==> config.mk <==
export PLATFORM = sky130hd
export DESIGN_NAME = char_stream_tokenizer
export DESIGN_NICKNAME = d
export VERILOG_FILES = /design/src/rtl/core/cst_pkg.sv /design/src/rtl/core/char_stream_tokenizer.sv /design/src/rtl/core/cst_front.sv /design/src/rtl/core/cst_queue.sv /design/src/rtl/core/cst_back.sv
export SDC_FILE = /design/constraint.sdc
export NUM_CORES = 1
export LEC_CHECK = 0
export BUFFER_PORTS_ARGS = -buffer_cell sky130_fd_sc_hd__clkbuf_2
export CORE_AREA = 2 2 171 173
export CTS_BUF_LIST = sky130_fd_sc_hd__clkbuf_8
export CTS_CLUSTER_SIZE = 24
export DETAILED_ROUTE_END_ITERATION = 6
export DIE_AREA = 0 0 173 175
export PLACE_DENSITY = 0.77
export SETUP_SLACK_MARGIN = 0.2
export SYNTH_ARGS = -nofsm -noshare
export SYNTH_HDL_FRONTEND = slang
export SYNTH_SLANG_ARGS = --single-unit
==> constraint.sdc <==
create_clock -name clk -period 4.86 [get_ports clk]
set_clock_uncertainty 0.15 [all_clocks]
set_input_delay 0.729 -clock clk [delete_from_list [all_inputs] [get_ports clk]]
set_output_delay 0.729 -clock clk [all_outputs]
set_load 0.02 [all_outputs]
==> src/rtl/core/cst_pkg.sv <==
// ----------------------------------------------------------------------------
// cst_pkg: shared types and constants of the character stream tokeniser
// Holds the request payload types, token kind codes, keyword tables and the
// sizing constants used by the front end, the token queue and the back end.
// ----------------------------------------------------------------------------
package cst_pkg;

  // Width of the character position counter. The reported start position is
  // this counter cut or zero-extended to sixteen bits.
  localparam int POSITION_BITS = 16;

  localparam int KW_COUNT    = 14;
  localparam int KW_MAX_LEN  = 8;
  localparam int QUEUE_DEPTH = 4;
  localparam int QUEUE_AW    = $clog2(QUEUE_DEPTH);

  // Token kind codes.
  localparam logic [2:0] KIND_KEYWORD    = 3'd0;
  localparam logic [2:0] KIND_IDENTIFIER = 3'd1;
  localparam logic [2:0] KIND_INTEGER    = 3'd2;
  localparam logic [2:0] KIND_FLOAT      = 3'd3;
  localparam logic [2:0] KIND_OPERATOR   = 3'd4;
  localparam logic [2:0] KIND_DELIMITER  = 3'd5;
  localparam logic [2:0] KIND_UNKNOWN    = 3'd6;

  localparam logic [KW_COUNT-1:0] KW_ALL = {KW_COUNT{1'b1}};

  // Keyword spellings, one character per slot, padded with zero bytes.
  localparam logic [7:0] KW_TEXT [KW_COUNT][KW_MAX_LEN] = '{
    '{"i", "n", "t", 8'h00, 8'h00, 8'h00, 8'h00, 8'h00},
    '{"f", "l", "o", "a", "t", 8'h00, 8'h00, 8'h00},
    '{"s", "t", "r", "i", "n", "g", 8'h00, 8'h00},
    '{"i", "f", 8'h00, 8'h00, 8'h00, 8'h00, 8'h00, 8'h00},
    '{"e", "l", "s", "e", 8'h00, 8'h00, 8'h00, 8'h00},
    '{"w", "h", "i", "l", "e", 8'h00, 8'h00, 8'h00},
    '{"f", "o", "r", 8'h00, 8'h00, 8'h00, 8'h00, 8'h00},
    '{"s", "w", "i", "t", "c", "h", 8'h00, 8'h00},
    '{"c", "a", "s", "e", 8'h00, 8'h00, 8'h00, 8'h00},
    '{"d", "e", "f", "a", "u", "l", "t", 8'h00},
    '{"b", "r", "e", "a", "k", 8'h00, 8'h00, 8'h00},
    '{"c", "o", "n", "t", "i", "n", "u", "e"},
    '{"r", "e", "t", "u", "r", "n", 8'h00, 8'h00},
    '{"v", "o", "i", "d", 8'h00, 8'h00, 8'h00, 8'h00}
  };

  localparam logic [3:0] KW_LEN [KW_COUNT] = '{
    4'd3, 4'd5, 4'd6, 4'd2, 4'd4, 4'd5, 4'd3,
    4'd6, 4'd4, 4'd7, 4'd5, 4'd8, 4'd6, 4'd4
  };

  typedef struct packed {
    logic [7:0] char_code;
    logic       end_of_text;
  } cst_in_t;

  typedef struct packed {
    logic [2:0]  token_kind;
    logic [15:0] token_start;
    logic [15:0] token_length;
    logic        last_of_run;
  } cst_out_t;

endpackage

==> src/rtl/core/char_stream_tokenizer.sv <==
// ----------------------------------------------------------------------------
// char_stream_tokenizer: keyword, identifier and number lexer
// Top level joining the classifying front end, the token queue and the
// registered output stage.
// ----------------------------------------------------------------------------
// The block takes one character request per clock cycle and turns the stream
// into tokens, each given as kind, start position and length, with the last
// token caused by a character marked. A word or number is reported when the
// character that ends it arrives, or when the character marked as end of text
// has been taken in; one character can therefore produce two tokens. The
// front end keeps the pending token state and accepts a character whenever
// the four-entry token queue has room for two more tokens, so characters flow
// at one per cycle for as long as tokens are drained on average as fast as
// they are produced; a stream that produces two tokens per character is paced
// by the single-token output stage. The tokens of a character are written into
// the queue when that character is accepted and reach the output through the
// registered output stage once the tokens ahead of them have been taken.
// There is no configuration and no start-up pass.
// ----------------------------------------------------------------------------
module char_stream_tokenizer (
  input  logic               clk,
  input  logic               rst,
  input  logic               char_valid,
  output logic               char_ready,
  input  cst_pkg::cst_in_t   char_data,
  output logic               token_valid,
  input  logic               token_ready,
  output cst_pkg::cst_out_t  token_data
);
  import cst_pkg::*;

  logic       space_ok;
  logic [1:0] push_count;
  cst_out_t   push_tok [2];
  logic       head_valid;
  cst_out_t   head_tok;
  logic       pop;

  // A character is taken only when the queue can hold both tokens it may make.
  assign char_ready = space_ok;

  cst_front u_front (
    .clk        (clk),
    .rst        (rst),
    .char_valid (char_valid),
    .char_data  (char_data),
    .space_ok   (space_ok),
    .push_count (push_count),
    .push_tok   (push_tok)
  );

  // The queue decouples character intake from token delivery.
  cst_queue u_queue (
    .clk        (clk),
    .rst        (rst),
    .push_count (push_count),
    .push_tok   (push_tok),
    .pop        (pop),
    .space_ok   (space_ok),
    .head_valid (head_valid),
    .head_tok   (head_tok)
  );

  // The back end holds the token offered to the consumer.
  cst_back u_back (
    .clk         (clk),
    .rst         (rst),
    .head_valid  (head_valid),
    .head_tok    (head_tok),
    .pop         (pop),
    .token_valid (token_valid),
    .token_ready (token_ready),
    .token_data  (token_data)
  );

endmodule

==> src/rtl/core/cst_front.sv <==
// ----------------------------------------------------------------------------
// cst_front: character classifier and token builder
// Accepts one character per cycle while space_ok is high, tracks the pending
// word or number and hands zero, one or two finished tokens to the queue.
// ----------------------------------------------------------------------------
module cst_front (
  input  logic               clk,
  input  logic               rst,
  input  logic               char_valid,
  input  cst_pkg::cst_in_t   char_data,
  input  logic               space_ok,
  output logic [1:0]         push_count,
  output cst_pkg::cst_out_t  push_tok [2]
);
  import cst_pkg::*;

  typedef enum logic [1:0] {
    MODE_IDLE,
    MODE_WORD,
    MODE_NUMBER
  } mode_t;

  mode_t                    mode, mode_next;
  logic [POSITION_BITS-1:0] char_position;
  logic [POSITION_BITS-1:0] pending_start, pending_start_next;
  logic [15:0]              pending_length, pending_length_next;
  logic [KW_COUNT-1:0]      keyword_alive, keyword_alive_next;
  logic                     seen_dot, seen_dot_next;

  logic       accept;
  logic [7:0] c;
  logic       is_letter, is_digit, is_space, is_op, is_delim;
  logic       pending, handled, flush_now, single_v, eot_v;
  cst_out_t   flush_tok, single_tok, eot_tok, second_tok;
  logic [1:0] tok_count;

  function automatic logic [KW_COUNT-1:0] filter_alive(
    input logic [KW_COUNT-1:0] alive,
    input logic [15:0]         idx,
    input logic [7:0]          ch
  );
    logic [KW_COUNT-1:0] res;
    res = '0;
    for (int k = 0; k < KW_COUNT; k++) begin
      if (alive[k] && (idx < 16'(KW_LEN[k])) &&
          (KW_TEXT[k][idx[$clog2(KW_MAX_LEN)-1:0]] == ch)) begin
        res[k] = 1'b1;
      end
    end
    return res;
  endfunction

  function automatic logic [2:0] flush_kind(
    input mode_t               m,
    input logic [KW_COUNT-1:0] alive,
    input logic [15:0]         len,
    input logic                dot
  );
    logic [KW_COUNT-1:0] len_match;
    logic [2:0]          kind;
    for (int k = 0; k < KW_COUNT; k++) begin
      len_match[k] = (len == 16'(KW_LEN[k]));
    end
    case (m)
      MODE_WORD: begin
        kind = (|(alive & len_match)) ? KIND_KEYWORD : KIND_IDENTIFIER;
      end
      default: begin
        kind = dot ? KIND_FLOAT : KIND_INTEGER;
      end
    endcase
    return kind;
  endfunction

  assign accept = char_valid && space_ok;

  always_comb begin
    c         = char_data.char_code;
    is_letter = c inside {["a":"z"], ["A":"Z"]};
    is_digit  = c inside {["0":"9"]};
    is_space  = c inside {" ", 8'h09, 8'h0A, 8'h0D};
    is_op     = c inside {"+", "-", "*", "/", "%"};
    is_delim  = c inside {"(", ")", ":", "[", "]"};

    pending = (mode == MODE_WORD) || (mode == MODE_NUMBER);
    handled = ((mode == MODE_WORD) && (is_letter || is_digit)) ||
              ((mode == MODE_NUMBER) && (is_digit || (c == ".")));
    flush_now = pending && !handled;

    flush_tok.token_kind   = flush_kind(mode, keyword_alive, pending_length, seen_dot);
    flush_tok.token_start  = 16'(pending_start);
    flush_tok.token_length = pending_length;
    flush_tok.last_of_run  = 1'b0;

    mode_next           = MODE_IDLE;
    pending_start_next  = '0;
    pending_length_next = '0;
    keyword_alive_next  = '0;
    seen_dot_next       = 1'b0;
    single_v            = 1'b0;
    single_tok.token_kind   = KIND_UNKNOWN;
    single_tok.token_start  = 16'(char_position);
    single_tok.token_length = 16'd1;
    single_tok.last_of_run  = 1'b0;

    if (handled) begin
      mode_next           = mode;
      pending_start_next  = pending_start;
      pending_length_next = (pending_length == 16'hFFFF) ? pending_length
                                                         : pending_length + 16'd1;
      keyword_alive_next  = filter_alive(keyword_alive, pending_length, c);
      seen_dot_next       = seen_dot || (c == ".");
    end else if (is_space) begin
      mode_next = MODE_IDLE;
    end else if (is_letter) begin
      mode_next           = MODE_WORD;
      pending_start_next  = char_position;
      pending_length_next = 16'd1;
      keyword_alive_next  = filter_alive(KW_ALL, 16'd0, c);
    end else if (is_digit) begin
      mode_next           = MODE_NUMBER;
      pending_start_next  = char_position;
      pending_length_next = 16'd1;
    end else begin
      single_v = 1'b1;
      if (is_op) begin
        single_tok.token_kind = KIND_OPERATOR;
      end else if (is_delim) begin
        single_tok.token_kind = KIND_DELIMITER;
      end
    end

    // The end mark flushes whatever is pending once this character is in.
    eot_v = char_data.end_of_text && (mode_next != MODE_IDLE);
    eot_tok.token_kind   = flush_kind(mode_next, keyword_alive_next,
                                      pending_length_next, seen_dot_next);
    eot_tok.token_start  = 16'(pending_start_next);
    eot_tok.token_length = pending_length_next;
    eot_tok.last_of_run  = 1'b0;

    second_tok = single_v ? single_tok : eot_tok;

    push_tok[0] = second_tok;
    push_tok[1] = second_tok;
    tok_count   = 2'd0;
    if (flush_now) begin
      push_tok[0] = flush_tok;
      tok_count   = (single_v || eot_v) ? 2'd2 : 2'd1;
    end else if (single_v || eot_v) begin
      tok_count = 2'd1;
    end
    push_tok[0].last_of_run = (tok_count == 2'd1);
    push_tok[1].last_of_run = 1'b1;

    push_count = accept ? tok_count : 2'd0;
  end

  always_ff @(posedge clk) begin
    if (rst) begin
      mode           <= MODE_IDLE;
      char_position  <= '0;
      pending_start  <= '0;
      pending_length <= '0;
      keyword_alive  <= '0;
      seen_dot       <= 1'b0;
    end else if (accept) begin
      if (char_data.end_of_text) begin
        mode           <= MODE_IDLE;
        char_position  <= '0;
        pending_start  <= '0;
        pending_length <= '0;
        keyword_alive  <= '0;
        seen_dot       <= 1'b0;
      end else begin
        mode           <= mode_next;
        char_position  <= char_position + 1'b1;
        pending_start  <= pending_start_next;
        pending_length <= pending_length_next;
        keyword_alive  <= keyword_alive_next;
        seen_dot       <= seen_dot_next;
      end
    end
  end

endmodule

==> src/rtl/core/cst_queue.sv <==
// ----------------------------------------------------------------------------
// cst_queue: short token queue between front end and back end
// Takes up to two tokens per cycle; gives one per cycle, in order, on pop.
// ----------------------------------------------------------------------------
module cst_queue (
  input  logic               clk,
  input  logic               rst,
  input  logic [1:0]         push_count,
  input  cst_pkg::cst_out_t  push_tok [2],
  input  logic               pop,
  output logic               space_ok,
  output logic               head_valid,
  output cst_pkg::cst_out_t  head_tok
);
  import cst_pkg::*;

  localparam int CW = $clog2(QUEUE_DEPTH + 1);

  cst_out_t              entry [QUEUE_DEPTH];
  logic [QUEUE_AW-1:0]   wr_ptr, rd_ptr;
  logic [CW-1:0]         count;
  logic                  do_pop;

  // Room for the worst case of two tokens from one character.
  assign space_ok   = (count <= CW'(QUEUE_DEPTH - 2));
  assign head_valid = (count != '0);
  assign head_tok   = entry[rd_ptr];
  assign do_pop     = pop && head_valid;

  always_ff @(posedge clk) begin
    if (push_count != 2'd0) begin
      entry[wr_ptr] <= push_tok[0];
    end
    if (push_count == 2'd2) begin
      entry[wr_ptr + 1'b1] <= push_tok[1];
    end
  end

  always_ff @(posedge clk) begin
    if (rst) begin
      wr_ptr <= '0;
      rd_ptr <= '0;
      count  <= '0;
    end else begin
      wr_ptr <= wr_ptr + QUEUE_AW'(push_count);
      rd_ptr <= rd_ptr + QUEUE_AW'(do_pop);
      count  <= count + CW'(push_count) - CW'(do_pop);
    end
  end

endmodule

==> src/rtl/core/cst_back.sv <==
// ----------------------------------------------------------------------------
// cst_back: token output stage
// Registers the head of the token queue and presents it on the output
// channel, refilling in the same cycle the current token is taken.
// ----------------------------------------------------------------------------
module cst_back (
  input  logic               clk,
  input  logic               rst,
  input  logic               head_valid,
  input  cst_pkg::cst_out_t  head_tok,
  output logic               pop,
  output logic               token_valid,
  input  logic               token_ready,
  output cst_pkg::cst_out_t  token_data
);
  import cst_pkg::*;

  assign pop = head_valid && (!token_valid || token_ready);

  always_ff @(posedge clk) begin
    if (rst) begin
      token_valid <= 1'b0;
    end else if (!token_valid || token_ready) begin
      token_valid <= head_valid;
    end
  end

  always_ff @(posedge clk) begin
    if (pop) begin
      token_data <= head_tok;
    end
  end

endmodule

**Word-level counts from Yosys, hierarchy flattened**

Memories as Yosys holds them, arrays and structs flattened. A register that Yosys moved wholly into a read port is not among the register bits.
Cells that the tools add are included.

- RAM bits: 144
- Bits in read-only memories: 896
- Word-level logic and storage cells: 266
- Input bits: 13
- Output and inout port bits: 38
- Memories: 15
- Register bits after elaboration: 73

Memories:

| memory | words | width | read ports | clocked after Yosys merged registers in | wr ports | RTL line | source |
|---|---|---|---|---|---|---|---|
| u_queue.entry | 4 | 36 | 1 | 1 | 2 | cst_queue.sv:19 | `cst_out_t entry [QUEUE_DEPTH];` |
| (no name shown) | 8 | 8 | 1 | 0 | 0 | cst_front.sv:46 | `(KW_TEXT[k][idx[$clog2(KW_MAX_LEN)-1:0]] == ch)) begin` |
| (no name shown) | 8 | 8 | 1 | 0 | 0 | cst_front.sv:46 |  |
| (no name shown) | 8 | 8 | 1 | 0 | 0 | cst_front.sv:46 |  |
| (no name shown) | 8 | 8 | 1 | 0 | 0 | cst_front.sv:46 |  |
| (no name shown) | 8 | 8 | 1 | 0 | 0 | cst_front.sv:46 |  |
| +9 memories | n/a | n/a | n/a | n/a | n/a | n/a |  |

- Multiplexer cells: 101
- Bitwise gates (word level): 3
- Equal/unequal tests: 59
- Reduce and logical (&&, ||, !) cells: 56
- $add $sub $neg: 7
- Order comparisons: 15

Operators with widths:

| cell | count |
|---|---|
| 8-bit two-way mux | 28 |
| 16-bit two-way mux | 11 |
| 16-bit by 3-bit equality test with 1-bit output, second input constant | 8 |
| 8-bit equality test | 14 |
| 7-bit by 8-bit equality test with 1-bit output, first input constant | 10 |
| 8-bit by 6-bit equality test with 1-bit output, second input constant | 10 |
| 36-bit two-way mux | 2 |
| 16-bit by 2-bit equality test with 1-bit output, second input constant | 4 |
| 16-bit by 3-bit less-than comparator with 1-bit output, second input constant | 4 |
| 14-bit two-way mux | 4 |
| 1-bit two-way mux | 40 |
| 1-bit logical AND | 38 |
| 16-bit by 1-bit adder with 16-bit output, second input constant | 2 |
| 16-bit by 4-bit equality test with 1-bit output, second input constant | 2 |
| 16-bit by 2-bit less-than comparator with 1-bit output, second input constant | 2 |
| 14-bit bitwise AND | 2 |
| 14-bit OR reduction | 2 |
| 8-bit by 4-bit equality test with 1-bit output, second input constant | 3 |
| 3-bit two-way mux | 7 |
| 2-bit two-way mux | 9 |
| 16-bit equality test, second input constant | 1 |
| 8-bit by 7-bit equality test with 1-bit output, second input constant | 2 |
| 8-bit by 7-bit >= comparator with 1-bit output, second input constant | 2 |
| 8-bit by 7-bit less-or-equal comparator with 1-bit output, second input constant | 2 |
| 19 further kinds | 32 |

**Longest topological paths before layout**

- Word-level depth: 16
- Gate-level depth with buffers: 20

**Cells and area by module**

From an unflattened synthesis, not the netlist that was laid out.

- Cell total of the unflattened synthesis: 1,224
- Area total of the unflattened synthesis: 14,188.6 µm²

By module, submodules not included:

| module | cells each | times used | sequential area each (µm²) | area each (µm²) |
|---|---|---|---|---|
| cst_queue | 394 | 1 | 4,464.3 | 7,380.8 |
| cst_front | 789 | 1 | 1,301.2 | 5,671.7 |
| cst_back | 41 | 1 | 1,101.1 | 1,136.1 |

**Least setup slack after synthesis**

No wires, ideal clock.

- Kind: input to register
- Start point: in char_data[1] (netlist name)
- End point: mem u_queue.entry[3][10] (netlist name), enable pin
- Setup time: 0.390 ns
- Cell stages on the path: 14
- Arrival time: 4.534 ns
- Required time: 4.320 ns
- Path slack: -0.213 ns
- Buffers on the path: 5
- Path through: or3_1 -> o221a_4 -> a22oi_2 -> nand2b_1 -> inv_1 -> buf_2 -> buf_1 -> ha_1 -> or4_1 -> buf_2 -> and2_1 -> buf_2 -> clkbuf_1 -> inv_1

RTL lines:

| element | RTL line | source |
|---|---|---|
| from (decl) | char_stream_tokenizer.sv:25 | `input cst_pkg::cst_in_t char_data,` |
| to (decl) | cst_queue.sv:19 |  |

==> flow_summary_export.csv <==
group,metric,value,unit
detailed_routing,num_vias,11400,
timing,setup_ws,509,ps
worst_hold_path,hold_class,"reg -> reg",
detailed_routing,routed_wirelength,37.8,mm
power_and_ir_drop,p_int,4.10,mW
timing,finalCriticalPeriod,4350,ps
worst_hold_path,worstHoldStart,"u_queue.entry[2][0]",
final_layout,final_util,53.8,%
synth,synth-compound-area-share,17.8,%
status,violations,"DRC",
critical_path,required,5120,ps
status,outcome,"complete, but fails checks",
critical_path,r2r_start,"u_front.mode[1]",
timing,setup_tns,0,ps
placement,hpwl,24.7,mm
placement,place.gp.congestion,0.990,
global_routing,grt_max_degree,67,
synth,ys_seq_area_share,48.9,%
die,die_w,173,um
critical_path,startpoint_type,"register",
clock_tree,cts_made_buffers,39,
detailed_routing,wl_per_cell,21.3,um
final_layout,drive_gt1_share,16.7,%
detailed_routing,vias_per_cell,6.46,
final_layout,n_antenna_cell,0,
die,start_util,49.2,%
detailed_routing,ant_nets,0,
die,num_io_pins,51,
die,core_area,0.0284,mm^2
timing,tightest_slew,1090,ps
synth,ys_warn_count,0,
detailed_routing,drt-initial-drc-count,1331,
timing,max_freq,0.230,GHz
power_and_ir_drop,p_leak,4.96,nW
synth,yosys.area_share.adder,1.93,%
critical_path,crit_start,"u_front.mode[1]",
clock_tree,hold_buffers,0,
global_routing,grt_pass1_vias,11000,
detailed_routing,first_pass_iters,7,
synth,synth_top_family_by_area,"compound AO/OA/AOI/OAI gates",
critical_path,end_kind,"register",
clock_tree,cts_buffer_depth,3,
timing,slew_viol_final,0,
placement,placement.io_buffers,50,
power_and_ir_drop,finalPower,6.00,mW
clock_tree,cts_setup_buffers,0,
global_routing,grt.total_usage,24.9,%
synth,ys.flop_type,"edfxtp_1",
clock_tree,cts.htree.levels,2,
clock_tree,clkLatencyLatePin,550,ps
clock_tree,clk_pin_slew,70,ps
synth,synth_edf_count,176,
critical_path,criticalPathCategory,"reg -> reg",
synth,yosysUniqueCellTypes,91,
clock_tree,cts_sinks,253,
die,die_h,175,um
critical_path,path_max_fanout,18,
synth,syn_nets,1386,
power_and_ir_drop,vdd_drop_max,0.000198,V
power_and_ir_drop,sw_frac_of_total,31.6,%
clock_tree,cts_tree,"built",
job,cap_violations,0,
clock_tree,clockRootBuffer,"clkbuf_8",
clock_tree,cts_resized,0,
global_routing,antenna_found_initial,0,
timing,finalHoldViolations,0,
critical_path,crit_arrival,4610,ps
timing,grt_setup_unrepaired,"no",
power_and_ir_drop,power_density,393,mW/mm^2
placement,dpl_worst_slack,282,ps
synth,synthCells,1352,
die,num_rows,62,
synth,muxShareOfSynthArea,6.63,%
synth,synth-simple-area-share,16.5,%
synth,syn-mean-instance-area,10.3,um^2
power_and_ir_drop,p_comb_share,24.5,%
power_and_ir_drop,p_sw,1.90,mW
synth,syn_area,0.0140,mm^2
die,die-area,0.0303,mm^2
detailed_routing,drc,1,
power_and_ir_drop,power.clock.fraction,28.2,%
synth,synth_seq_cells,253,
timing,slew_headroom,27.6,%
power_and_ir_drop,seqPwrFrac,47.3,%
timing,timing.final.crit_share,89.5,%
global_routing,gr-total-overflow,0,
synth,async_flop_share,0,%
synth,yosys.area_share.xor_xnor,3.45,%
final_layout,syn_to_final_growth,9.39,%
timing,setup_viol,0,
global_routing,grt_first_pass_wirelength,60.4,mm
final_layout,nets,1390,
-- path summary, 6_finish.rpt --
kind                                        endpoint  slack (ps)  depth (start not counted)
worst max-delay path            u_queue.entry[3][23]         510                         14
worst min-delay path             u_queue.entry[2][0]         330                          2
worst max register to register  u_queue.entry[3][23]         510                         14
worst min register to register   u_queue.entry[2][0]         330                          2
-- sequential cells by signal, summed over array words and instances, names as in the netlist --
| register | count |
|---|---|
| u_back.token_data | 36 |
| u_queue.entry | 144 |
| u_front.pending_length | 16 |
| u_back.token_valid | 1 |
| u_front.keyword_alive | 14 |
| u_queue.rd_ptr | 2 |
| u_queue.count | 3 |
| u_front.char_position | 16 |
| u_queue.wr_ptr | 2 |
| u_front.pending_start | 16 |
| u_front.seen_dot | 1 |
| u_front.mode | 2 |
-- synthesized netlist by cell type (9+ instances only) --
cell,count,area (um^2)
a21oi_1,124,621
a22o_1,49,429
a22oi_1,22,165
a31oi_1,14,87.6
and2_1,11,68.8
and3_1,10,62.6
buf_1,14,52.6
buf_2,36,180
clkbuf_1,74,278
dfxtp_1,77,1540
edfxtp_1,176,5290
ha_1,20,250
inv_1,26,97.6
mux4_2,36,811
nand2_1,74,278
nand2b_1,18,113
nand3_1,81,405
nand4_1,22,138
nor2_1,132,495
nor2b_1,11,68.8
nor3_1,23,115
o211ai_1,24,180
o21ai_0,24,120
o22ai_1,16,100
o31ai_1,9,67.6
or2_2,9,56.3
or3_1,15,93.8
xnor2_1,33,289
xor2_1,22,193
-- metal layers --
layer	part of all wire [%]	track usage (%)	vias up
li1	-	-	5126
met1	40	33.7	5477
met2	47	39.7	691
met3	9.5	3.72	138
met4	3.8	11.8	0
met5	0	0	-
-- critical path, stage by stage, from the launching register on --
cell and delay (ps):
dfxtp_1 380, inv_1 80, ha_1 410, a41o_1 330
a22o_1 300, nor2_2 170, a31oi_1 60, nand2_1 70
nand2_1 90, ha_1 410, o21ai_1 150, nand3b_1 340
o21a_1 330, nor2_2 660, a22o_1 270
-- cells in the final DEF (no fill, tap or decap), types with 17 or more instances in the layout --
master      n
clkbuf_2   50
inv_1      37
o21ai_0    24
xor2_1     22
xnor2_1    33
dfxtp_1    76
clkbuf_8   43
mux4_2     36
ha_1       20
nand4_1    22
o211ai_1   24
nand3_1    81
a22o_1     49
nand2_1    74
a22oi_1    22
nand2b_1   17
nor2_1    132
buf_4      39
a21oi_1   123
nor3_1     23
edfxtp_1  176
-- power by group through the flow --
stage / registers, mW / clock network [mW] / logic [mW]
after CTS: 2.84 / 1.71 / 1.48
after floorplan: 3.03 / 0 / 0.862
after global placement: 2.87 / 0 / 1.45
final: 2.83 / 1.69 / 1.47
after global routing: 2.88 / 1.81 / 1.57
after detailed placement: 2.88 / 0 / 1.48
-- final cells by class --
cell class	count	area, um^2
Fill cell	2508	13100
Sequential cell	253	6830
Multi-Input combinational cell	939	6500
Timing Repair Buffer	92	603
Clock buffer	43	592
Tap cell	384	480
Clock inverter	29	149
Inverter	31	131
-- per-stage QoR --
| stage | hold slack [ps] | cells | cell area [um^2] |
|---|---|---|---|
| finish | 334 | 1771 | 15300 |
| global route | 350 | 1771 | 15300 |
| CTS | 334 | 1771 | 15300 |
| detailed placement | 320 | 1699 | 14500 |
| global placement | 317 | 1699 | 14500 |
| floorplan | 294 | 1352 | 14000 |
-- cell families (layout without fill, tap and decap cells) --
logic type / Yosys count / after routing
DFF: 253 / 253
buffers and inverters: 160 / 195
AOI/OAI and AO/OA: 362 / 362
muxes: 47 / 47
and+or+nand+nor: 454 / 454
adders and majority gates: 21 / 21
xor gates and xnor gates: 55 / 55
(Power assumes the default switching activity.)
